==> src/rtl/ferc_pkg.sv <==
// package: types, constants and status codes for the free extent release block
package ferc_pkg;

	localparam int MaxExtents = 16;
	localparam int AddrWidth  = 32;
	localparam int GranWidth  = 3;
	localparam logic [GranWidth-1:0] GranReset = 3'd3;

	typedef enum logic [1:0] {
		ST_OK       = 2'd0,
		ST_ZERO_LEN = 2'd1,
		ST_OVERLAP  = 2'd2,
		ST_FULL     = 2'd3
	} status_t;

	typedef struct packed {
		logic [31:0] region_address;
		logic [31:0] region_length;
	} req_t;

	typedef struct packed {
		logic [1:0] status;
		logic [4:0] extents_in_use;
	} rsp_t;

endpackage

==> src/rtl/free_extent_release_coalesce_core.sv <==
// top level: sorted free extent table with release and coalescing
//
//  channel | direction | handshake        | payload
//  req     | in        | req_valid/stall  | ferc_pkg::req_t
//  rsp     | out       | rsp_valid/stall  | ferc_pkg::rsp_t
//  cfg     | in        | cfg_we           | granule_log2 (3 bits)
//
// one item at a time; the extent memory has one read port and one write port:
// the scan reads one entry per step, then each entry above the gap is shifted
// one move at a time to open or close the gap, each move a read then a write
// after reset the table is empty and granule_log2 is 3; no clearing pass
// the result waits in an output register; a stalled result holds the next item off
module free_extent_release_coalesce_core #(
	parameter int MAX_EXTENTS = ferc_pkg::MaxExtents,
	parameter int ADDR_WIDTH  = ferc_pkg::AddrWidth
) (
	input  logic                clk,
	input  logic                arst_n,
	input  logic                cfg_we,
	input  logic [2:0]          cfg_wdata,
	input  logic                req_valid,
	output logic                req_stall,
	input  ferc_pkg::req_t      req,
	output logic                rsp_valid,
	input  logic                rsp_stall,
	output ferc_pkg::rsp_t      rsp
);

	localparam int IW = $clog2(MAX_EXTENTS);
	localparam int CW = $clog2(MAX_EXTENTS + 1);
	localparam int AW = ADDR_WIDTH;
	localparam int SW = ADDR_WIDTH + 1;
	localparam int EW = AW + SW;
	localparam int XW = (AW > 34) ? AW + 1 : 35;

	typedef enum logic [3:0] {
		S_IDLE, S_SCAN, S_SCAN_W, S_CHECK, S_DECIDE,
		S_SH_RD, S_SH_WR, S_WRITE, S_DONE
	} state_t;

	// extent memory: start and size side by side
	logic [EW-1:0] mem [MAX_EXTENTS];
	logic [IW-1:0] rd_addr, wr_addr;
	logic          rd_en, wr_en;
	logic [EW-1:0] wr_data, rd_data_q;

	always_ff @(posedge clk) begin
		if (wr_en) mem[wr_addr] <= wr_data;
		if (rd_en) rd_data_q <= mem[rd_addr];
	end

	state_t          state_q;
	logic [2:0]      gran_q;
	logic [CW-1:0]   count_q;
	logic [XW-1:0]   addr_q, rlen_q, end_q;
	logic [CW-1:0]   idx_q, k_q;
	logic [AW-1:0]   pstart_q;
	logic [SW-1:0]   psize_q, nsize_q;
	logic [AW-1:0]   nstart_q;
	logic            hprev_q, hnext_q;
	logic [1:0]      op_q;
	logic [EW-1:0]   move_q;
	logic [1:0]      status_q;
	logic            rsp_valid_q;

	localparam logic [1:0] OP_BOTH = 2'd0, OP_PREV = 2'd1, OP_NEXT = 2'd2, OP_INS = 2'd3;

	// rounding of the released length
	logic [6:0]    gmask;
	logic [XW-1:0] rlen_c, len_x, addr_x;
	always_comb begin
		gmask  = 7'((8'd1 << gran_q) - 8'd1);
		len_x  = XW'(req.region_length);
		addr_x = XW'(req.region_address);
		rlen_c = (len_x + XW'(gmask)) & ~XW'(gmask);
	end

	logic [AW-1:0] rd_start;
	logic [SW-1:0] rd_size;
	assign rd_start = rd_data_q[EW-1:SW];
	assign rd_size  = rd_data_q[SW-1:0];

	logic [XW:0] pend;
	assign pend = (XW+1)'(pstart_q) + (XW+1)'(psize_q);

	// memory port control
	always_comb begin
		rd_en = 1'b0; rd_addr = '0; wr_en = 1'b0; wr_addr = '0; wr_data = '0;
		unique case (state_q)
			S_SCAN:   begin rd_en = 1'b1; rd_addr = idx_q[IW-1:0]; end
			S_SH_RD:  begin rd_en = 1'b1; rd_addr = k_q[IW-1:0]; end
			S_SH_WR:  begin
				wr_en = 1'b1;
				wr_data = rd_data_q;
				wr_addr = (op_q == OP_INS) ? IW'(k_q + CW'(1)) : IW'(k_q - CW'(1));
			end
			S_WRITE:  begin wr_en = 1'b1; wr_addr = k_q[IW-1:0]; wr_data = move_q; end
			default:  ;
		endcase
	end

	assign req_stall = (state_q != S_IDLE) || rsp_valid_q;
	assign rsp_valid = rsp_valid_q;
	assign rsp.status = status_q;
	assign rsp.extents_in_use = 5'(count_q);

	always_ff @(posedge clk or negedge arst_n) begin
		if (!arst_n) begin
			state_q <= S_IDLE; gran_q <= ferc_pkg::GranReset; count_q <= '0;
			rsp_valid_q <= 1'b0; status_q <= ferc_pkg::ST_OK;
		end else begin
			if (cfg_we) gran_q <= cfg_wdata;
			if (rsp_valid_q && !rsp_stall) rsp_valid_q <= 1'b0;
			unique case (state_q)
				S_IDLE: if (req_valid && !req_stall) begin
					addr_q <= addr_x; rlen_q <= rlen_c; end_q <= addr_x + rlen_c;
					idx_q <= '0; hprev_q <= 1'b0; hnext_q <= 1'b0;
					if (req.region_length == '0) begin
						status_q <= ferc_pkg::ST_ZERO_LEN; state_q <= S_DONE;
					end else if (count_q == '0) begin
						state_q <= S_CHECK;
					end else begin
						state_q <= S_SCAN;
					end
				end
				// scan: one read per entry until a start at or beyond the address, or the end of the table
				S_SCAN: state_q <= S_SCAN_W;
				S_SCAN_W: begin
					if (XW'(rd_start) < addr_q) begin
						hprev_q <= 1'b1; pstart_q <= rd_start; psize_q <= rd_size;
						if (idx_q + CW'(1) == count_q) begin
							idx_q <= idx_q + CW'(1); state_q <= S_CHECK;
						end else begin
							idx_q <= idx_q + CW'(1); state_q <= S_SCAN;
						end
					end else begin
						hnext_q <= 1'b1; nstart_q <= rd_start; nsize_q <= rd_size;
						state_q <= S_CHECK;
					end
				end
				// bounds and overlap checks, then pick the merge form
				S_CHECK: begin
					if ((end_q - XW'(1)) > XW'({AW{1'b1}})) begin
						status_q <= ferc_pkg::ST_OVERLAP; state_q <= S_DONE;
					end else if (hprev_q && pend > (XW+1)'(addr_q)) begin
						status_q <= ferc_pkg::ST_OVERLAP; state_q <= S_DONE;
					end else if (hnext_q && end_q > XW'(nstart_q)) begin
						status_q <= ferc_pkg::ST_OVERLAP; state_q <= S_DONE;
					end else begin
						state_q <= S_DECIDE;
					end
				end
				S_DECIDE: begin
					status_q <= ferc_pkg::ST_OK;
					if (hprev_q && pend == (XW+1)'(addr_q) && hnext_q
					    && end_q == XW'(nstart_q)) begin
						op_q <= OP_BOTH;
						move_q <= {pstart_q, SW'(psize_q + SW'(rlen_q) + nsize_q)};
						// merged entry sits just below the scan index
						if (idx_q + CW'(1) < count_q) begin
							k_q <= idx_q + CW'(1); state_q <= S_SH_RD;
						end else begin
							k_q <= idx_q - CW'(1); state_q <= S_WRITE;
						end
					end else if (hprev_q && pend == (XW+1)'(addr_q)) begin
						op_q <= OP_PREV; k_q <= idx_q - CW'(1);
						move_q <= {pstart_q, SW'(psize_q + SW'(rlen_q))};
						state_q <= S_WRITE;
					end else if (hnext_q && end_q == XW'(nstart_q)) begin
						op_q <= OP_NEXT; k_q <= idx_q;
						move_q <= {AW'(addr_q), SW'(nsize_q + SW'(rlen_q))};
						state_q <= S_WRITE;
					end else if (count_q >= CW'(MAX_EXTENTS)) begin
						status_q <= ferc_pkg::ST_FULL; state_q <= S_DONE;
					end else begin
						op_q <= OP_INS;
						move_q <= {AW'(addr_q), SW'(rlen_q)};
						// append at the end needs no shift
						if (count_q > idx_q) begin
							k_q <= count_q - CW'(1); state_q <= S_SH_RD;
						end else begin
							k_q <= idx_q; state_q <= S_WRITE;
						end
					end
				end
				S_SH_RD: state_q <= S_SH_WR;
				// one entry moved per read and write pair
				S_SH_WR: begin
					if (op_q == OP_INS) begin
						if (k_q == idx_q) begin k_q <= idx_q; state_q <= S_WRITE; end
						else begin k_q <= k_q - CW'(1); state_q <= S_SH_RD; end
					end else begin
						if (k_q + CW'(1) >= count_q) begin
							k_q <= idx_q - CW'(1); state_q <= S_WRITE;
						end else begin
							k_q <= k_q + CW'(1); state_q <= S_SH_RD;
						end
					end
				end
				S_WRITE: begin
					if (op_q == OP_INS) count_q <= count_q + CW'(1);
					else if (op_q == OP_BOTH) count_q <= count_q - CW'(1);
					state_q <= S_DONE;
				end
				S_DONE: begin rsp_valid_q <= 1'b1; state_q <= S_IDLE; end
				default: state_q <= S_IDLE;
			endcase
		end
	end

	// the extent count never passes the table depth
	a_count_bound: assert property (@(posedge clk) disable iff (!arst_n)
		count_q <= CW'(MAX_EXTENTS)) else $error("extent count beyond depth");
	// a new item is never taken while a result is held
	a_no_accept_busy: assert property (@(posedge clk) disable iff (!arst_n)
		rsp_valid_q |-> req_stall) else $error("accept while result pending");
	// the count only moves in the final write state
	a_count_write: assert property (@(posedge clk) disable iff (!arst_n)
		(count_q != $past(count_q)) |-> ($past(state_q) == S_WRITE))
		else $error("count changed outside write");
	// a result appears only after the closing state
	a_rsp_done: assert property (@(posedge clk) disable iff (!arst_n)
		$rose(rsp_valid_q) |-> ($past(state_q) == S_DONE))
		else $error("result without completion");

endmodule
==> config.mk <==
export PLATFORM = sky130hd
export DESIGN_NAME = free_extent_release_coalesce_core
export DESIGN_NICKNAME = d
export VERILOG_FILES = /design/src/rtl/ferc_pkg.sv /design/src/rtl/free_extent_release_coalesce_core.sv
export SDC_FILE = /design/constraint.sdc
export NUM_CORES = 2
export LEC_CHECK = 0
export BUFFER_PORTS_ARGS = -buffer_cell sky130_fd_sc_hd__buf_2
export CAP_MARGIN = 20
export CORE_MARGIN = 5
export CORE_UTILIZATION = 60
export CTS_BUF_LIST = sky130_fd_sc_hd__clkbuf_4
export CTS_CLUSTER_DIAMETER = 80
export DETAILED_ROUTE_END_ITERATION = 6
export PLACE_DENSITY = 0.76
export REMOVE_ABC_BUFFERS = 1
export SETUP_SLACK_MARGIN = 0.05
export SKIP_LAST_GASP = 1
export SYNTH_ARGS = -nofsm -noshare
export SYNTH_HDL_FRONTEND = slang
export SYNTH_SLANG_ARGS = --single-unit
==> constraint.sdc <==
create_clock -name clk -period 16.5 [get_ports clk]
set_input_delay 4.95 -clock clk [delete_from_list [all_inputs] [get_ports clk]]
set_output_delay 4.95 -clock clk [all_outputs]
set_load 0.02 [all_outputs]
* After elaboration in Yosys (flattened, before gate mapping)
Memories as Yosys holds them, arrays and structs flattened. A register that Yosys moved wholly into a read port is not among the register bits.
Index checks and enable logic that the tools add are counted.
** Cells by class
- Shift operators :: 1
- Equality and inequality tests :: 20
- Reductions and logical operators :: 33
- Bitwise gates (word level) :: 3
- Muxes and demuxes :: 65
- Add/sub/neg operators :: 14
- Magnitude comparators :: 8
** Operator list (count)
- $mux 65 :: 4
- $pmux 65 s2 :: 1
- $add 33x33->33 :: 3
- $mux 5 :: 13
- $mux 4 :: 12
- $add 32x35->35 :: 1
- $and 33x35->35 :: 1
- $eq 35x32->1 :: 1
- $gt 35x32->1 :: 1
- $gt 35x32->1 const B :: 1
- $not 7->35 :: 1
- $sub 35x1->35 const B :: 1
- $add 32x33->34 :: 1
- $eq 34x32->1 :: 1
- $gt 34x32->1 :: 1
- $mux 2 :: 17
- $add 32x7->33 :: 1
- $logic_not 32->1 :: 1
- $lt 32x32->1 :: 1
- $pmux 4 s8 :: 1
- $pmux 5 s2 :: 2
- $eq 4x3->1 const B :: 4
- $pmux 4 s2 :: 2
- $add 5x1->5 const B :: 3
- other kinds (32) :: 69
** Storage, ports and cells
- Register bits :: 324
- Memory bits (writable) :: 1040
- Logic and storage cells :: 164
- Memories :: 1
- Output and inout bits :: 9
** Memory list
- mem :: depth 16, bits a word 65, read ports 1, clocked after Yosys merged registers in 1, write ports 1, RTL line free_extent_release_coalesce_core.sv:42 : logic [EW-1:0] mem [MAX_EXTENTS];

* Depth between registers and ports, before layout
- Depth after elaboration :: 7
- Depth in mapped cells :: 28
- Gate-level depth less buffers :: 27

* Worst setup path after synthesis
OpenSTA, ideal clock, no wires.
- Kind :: input-to-reg
- From :: input port arst_n
- To :: register nsize_q[0] (enable)
- Setup slack :: 6.496 ns
- Data arrival time :: 9.436 ns
- Data required time :: 15.932 ns
- Stages on the path :: 2
- Path buffers :: 0
- Setup time :: 0.568 ns
- Path through :: inv_1 nor3_1
** On the way
- Word-level cells in the longest chain between the ends :: 1
** Ends and longest elaborated chain
- start: declaration :: RTL line free_extent_release_coalesce_core.sv:18 : input logic arst_n,
- $reduce_and 3->1 (no source line)
- end signal: assignment :: RTL line free_extent_release_coalesce_core.sv:137 : hnext_q <= 1'b1; nstart_q <= rd_start; nsize_q <= rd_size;
- end: declaration :: RTL line free_extent_release_coalesce_core.sv:58 : logic [SW-1:0] psize_q, nsize_q;
No other way between the ends.
A chain may end at the register's enable or synchronous reset.

* Worst setup path after layout
- From :: input port req[0] in the netlist's numbering
- To :: register end_q[32], data pin
** On the way
- Word-level cells in the longest chain between the ends :: 3
** Ends and longest elaborated chain
- start: declaration :: RTL line free_extent_release_coalesce_core.sv:23 : input ferc_pkg::req_t req,
- $add 32x7->33 :: RTL line free_extent_release_coalesce_core.sv:75 : rlen_c = (len_x + XW'(gmask)) & ~XW'(gmask);
- $and 33x35->35 :: RTL line free_extent_release_coalesce_core.sv:75
- via rlen_c[14] :: RTL line free_extent_release_coalesce_core.sv:70 : logic [XW-1:0] rlen_c, len_x, addr_x;
- $add 32x35->35 :: RTL line free_extent_release_coalesce_core.sv:116 : addr_q <= addr_x; rlen_q <= rlen_c; end_q <= addr_x + rlen_c;
- end signal: assignment :: RTL line free_extent_release_coalesce_core.sv:116
- end: declaration :: RTL line free_extent_release_coalesce_core.sv:55 : logic [XW-1:0] addr_q, rlen_q, end_q;
The timed path passes the listed nets, and every way through them passes these cells.

==> results.txt <==
The number of max-cap violations is 0, and the number of standard cells in the layout, taps in and fillers out is 7404. The run gives 0 as the global route total overflow. Setup repair after global routing left no endpoint under its margin.

By count the netlist is led by 1413 x sky130_fd_sc_hd__edfxtp_1, 699 x sky130_fd_sc_hd__nand2_1, 374 x sky130_fd_sc_hd__a211oi_1, 348 x sky130_fd_sc_hd__a21oi_1, 286 x sky130_fd_sc_hd__ha_1. The worst slew margin relative to its limit came out at 0.259. The tools report the number of antenna violations at the first check in global routing as 24.

The final route contains 47065 vias. Yosys mapped a number of flops with a built-in enable equal to 1413. Summing all flip-flop and latch instances after layout gives 42800 sq um. The average instance in the mapped netlist occupies 12.5 sq um.

The number of global-route vias before repair is 45248, and the final clock period utilization by the worst path is 0.550. The power share of the combinational group came out at 0.318. The synthesized design spends more area on one cell type than any other, namely sky130_fd_sc_hd__edfxtp_1. Summed over all nets, the half-perimeter wirelength after detailed placement is 116000 um. The die is 346 um tall.

After synthesis the netlist holds a flip-flop and latch count of 1428. The share of the core filled with cells is 0.659, and the cell count after placement is 6768. The flow ran to the end, and the final reports show no timing, DRC or antenna violations.

For the number of CTS-inserted buffers, the log shows 366. The floorplan step set the die width to 346 um. The met2 capacity usage during global routing was 0.463; the number of placement rows was 123. The slew at the pin closest to its max-slew limit works out to 1.11 ns. The tools report the critical path endpoint category as a register. The total die area was 120000 sq um; the clock network latency to the later pin of the worst-skew pair was 1.23 ns.

The sequential fraction of design power is 0.423. The count of nets left with antenna violations once routing finished came out at 0. The fraction of synthesized cell area taken by the top area cell type is 0.627. The max-slew violation count came out at 0.

TritonCTS built the clock tree. The final layout contains routed wiring with a total length of 184000 um. 81 I/O pins were placed.

The number of clock sinks came out at 1428. The share of layout cells above drive strength 1 is 0.127. The total iterations of the first detailed-routing run came out at 5. The layout has 8365 filler cells.

The final layout contains 6000 nets. Clock skew on the completed layout was measured at 0.133 ns. After detailed routing, the number of vias per cell comes to 6.36. The number of hold-slack violations in the final timing report is 0. Yosys mapped the design onto 94 distinct sky130hd cell types. The proportion of register bits with asynchronous set or reset after synthesis came out at 0.0105.

CTS placed an instance of sky130_fd_sc_hd__clkbuf_4 at the clock tree root. Number of hold buffers added after CTS: 0. The buffer depth of the longest clock path was 4; the switching part of the total power was 0.355. The multi-input combinational cell area was 23400 sq um. The worst voltage drop across the vdd grid was 148 uV.

The logs give 0.961 for the final weighted congestion in routability-driven placement and 0.603 for the initial core utilization. Post-CTS repair changed the size of 0 cells. The run gives 274000 um as the first-pass GRT wire length. The clock transition at the registers of the reported paths was 0.06 ns.

Of all nets on the critical path, the largest fanout is 5. For this design the static power due to leakage is 25.5 nW. The worst path in the final design needs a cycle of 9.08 ns, including I/O delays and setup. Based on the critical path, the design can be clocked at up to 0.110 GHz.

The most used flip-flop cell after synthesis is sky130_fd_sc_hd__edfxtp_1. The tools report the global-route track usage on met3 as 0.0655. The H-tree was split into 5 levels. After synthesis, the cell types taking the most area are sky130_fd_sc_hd__edfxtp_1 63%, sky130_fd_sc_hd__ha_1 5.3%, sky130_fd_sc_hd__a211oi_1 4.1%.

At the worst endpoint, the required time is 17.34 ns. The power spent charging and discharging nets was 3.95 mW. In this run, the number of DRC markers left after iteration 0 of detailed routing was 5284.

For this design the ratio of total power to cell area is 151 nW/um^2. In this run the post-CTS setup repair buffer count came out at 0. Setup violations remaining at the end of the flow were counted as 0.

The overall global routing resource usage was 0.300. The fraction of the yosys area taken by sequential cells is 0.632. The count of input and output buffers was 80.

Synthesis handed over a netlist of 5399 instances. Entering global routing, the biggest net connects 218 pins. The logs give 0 for the total number of yosys warnings and 0.434 for the global routing usage on met1. The data arrival time of the critical path came out at 9.92 ns. Dominant cell by count in the synthesized netlist: sky130_fd_sc_hd__edfxtp_1.

In this run the worst hold path is classified as reg -> reg. In the final routed layout, each cell accounts on average for 24.8 um. The tools report the core footprint as 112000 sq um. Classification of the worst setup path: in -> reg. The cell-internal power is 7.20 mW. The post-route DRC violation count was 0; the clock share of power was 0.259. The worst setup path is launched from a primary input. The area overhead of the layout relative to synthesis was 9.36%; the area of the mapped netlist was 67700 sq um. After global routing, the most crowded layer is met2.
[critical path: stages]
cell and delay [ns]:
sky130_fd_sc_hd__buf_2 0.15, sky130_fd_sc_hd__nand2_1 0.09, sky130_fd_sc_hd__fa_1 0.41, sky130_fd_sc_hd__nor2b_1 0.22
sky130_fd_sc_hd__o21ai_0 0.10, sky130_fd_sc_hd__nand2b_1 0.12, sky130_fd_sc_hd__nand2_1 0.08, sky130_fd_sc_hd__nand2_1 0.07
sky130_fd_sc_hd__a21o_1 0.15, sky130_fd_sc_hd__a21oi_1 0.15, sky130_fd_sc_hd__nor2_1 0.36, sky130_fd_sc_hd__nand3_1 0.15
sky130_fd_sc_hd__xnor2_1 0.24, sky130_fd_sc_hd__ha_1 0.32, sky130_fd_sc_hd__inv_1 0.07, sky130_fd_sc_hd__o21ai_1 0.07
sky130_fd_sc_hd__a21o_1 0.20, sky130_fd_sc_hd__a2111oi_0 0.53, sky130_fd_sc_hd__o31ai_1 0.14, sky130_fd_sc_hd__a21oi_1 0.31
sky130_fd_sc_hd__o2111ai_1 0.19, sky130_fd_sc_hd__a21oi_1 0.35, sky130_fd_sc_hd__nor2_1 0.08, sky130_fd_sc_hd__o32ai_1 0.30
sky130_fd_sc_hd__xnor2_1 0.10
[cell families (layout without fill, tap and decap cells)]
logic type / Yosys count / in the layout / synth area share
AO/OA/AOI/OAI: 1497 / 1497 / 0.150
XOR/XNOR: 186 / 186 / 0.0241
AND/OR/NAND/NOR: 1517 / 1517 / 0.107
adder cells (fa/ha/maj): 292 / 292 / 0.0546
buffers and inverters: 436 / 923 / 0.0252
multiplexers: 43 / 43 / 0.00663
other: 0 / 18 / 0
flip-flops: 1428 / 1428 / 0.632
[registers in the layout, indices dropped and copies added, names as in the netlist, 2 cells and up]
name	flops
mem	1040
move_q	65
rd_data_q	65
end_q	34
nsize_q	33
psize_q	33
rlen_q	33
addr_q	32
nstart_q	32
pstart_q	32
count_q	5
idx_q	5
k_q	5
state_q	4
gran_q	3
op_q	2
status_q	2
[metal layers]
layer  share of wire  vias up
met3           0.098      310
met2            0.46     2249
met5         0.00044        -
li1                -    21404
met1            0.42    23090
met4           0.023       12
[cell type report]
class                           count  share of cell area
Antenna cell                       18            0.000608
Clock buffer                      496              0.0503
Clock inverter                    122             0.00902
Inverter                          156             0.00794
Multi-Input combinational cell   3535               0.316
Sequential cell                  1428               0.578
Tap cell                         1500              0.0253
Timing Repair Buffer              149              0.0127
[worst paths after layout]
kind                                    startpoint                       to  slack [ns]  cells after the start
setup / recovery                            req[0]      end_q[32]$_DFFE_PP_        7.42                     25
hold / removal             rd_data_q[26]$_DFFE_PN_    nsize_q[26]$_DFFE_PP_        0.48                      0
setup reg to reg              psize_q[0]$_DFFE_PP_      move_q[8]$_DFFE_PP_        9.34                     23
hold reg to reg            rd_data_q[26]$_DFFE_PN_    nsize_q[26]$_DFFE_PP_        0.48                      0
max in group asynchronous                   arst_n  status_q[1]$_DFFE_PN0P_       12.22                      1
min in group asynchronous                   arst_n   count_q[4]$_DFFE_PN0P_        3.78                      1
[power by group through the flow]
stage	sequential, mW	combinational, mW	clock (mW)
floorplan	4.65	3.00	0
global placement	4.78	3.42	0
detailed placement	4.78	3.48	0
CTS	4.71	3.51	2.94
global route	4.73	3.90	3.15
finish	4.72	3.55	2.88
[metrics by stage]
| step | setup TNS (ns) | hold WS [ns] | cell area (sq um) | setup WS [ns] | power, mW |
|---|---|---|---|---|---|
| final | 0 | 0.484 | 74100 | 7.42 | 11.2 |
| after global routing | 0 | 0.489 | 74000 | 7.12 | 11.8 |
| after CTS | 0 | 0.482 | 74000 | 7.60 | 11.2 |
| after detailed placement | 0 | 0.468 | 69600 | 6.34 | 8.26 |
| after global placement | 0 | 0.456 | 69600 | 6.38 | 8.20 |
| after floorplan | -124.15 | 0.446 | 66600 | -1.91 | 7.65 |
[cells in the final DEF (no fill, tap or decap), drive strengths merged, types with 36 or more instances in the layout]
| cell type | netlist | routed |
|---|---|---|
| mux2i | 37 | 37 |
| xnor2 | 124 | 124 |
| a21o | 80 | 80 |
| a22o | 66 | 66 |
| inv | 155 | 158 |
| a21oi | 350 | 350 |
| a311oi | 132 | 132 |
| o21a | 38 | 38 |
| nand3 | 68 | 68 |
| nor2 | 194 | 194 |
| and3 | 36 | 36 |
| xor2 | 62 | 62 |
| nand2b | 38 | 38 |
| buf | 23 | 149 |
| and2 | 276 | 276 |
| a211oi | 374 | 374 |
| nand2 | 699 | 699 |
| clkbuf | 257 | 496 |
| nor3 | 64 | 64 |
| o21ai | 156 | 156 |
| nand4 | 40 | 40 |
| a31oi | 152 | 152 |
| ha | 286 | 286 |
| clkinv | 1 | 110 |
| edfxtp | 1413 | 1413 |
Note: power is estimated with default switching activity, not from simulation.
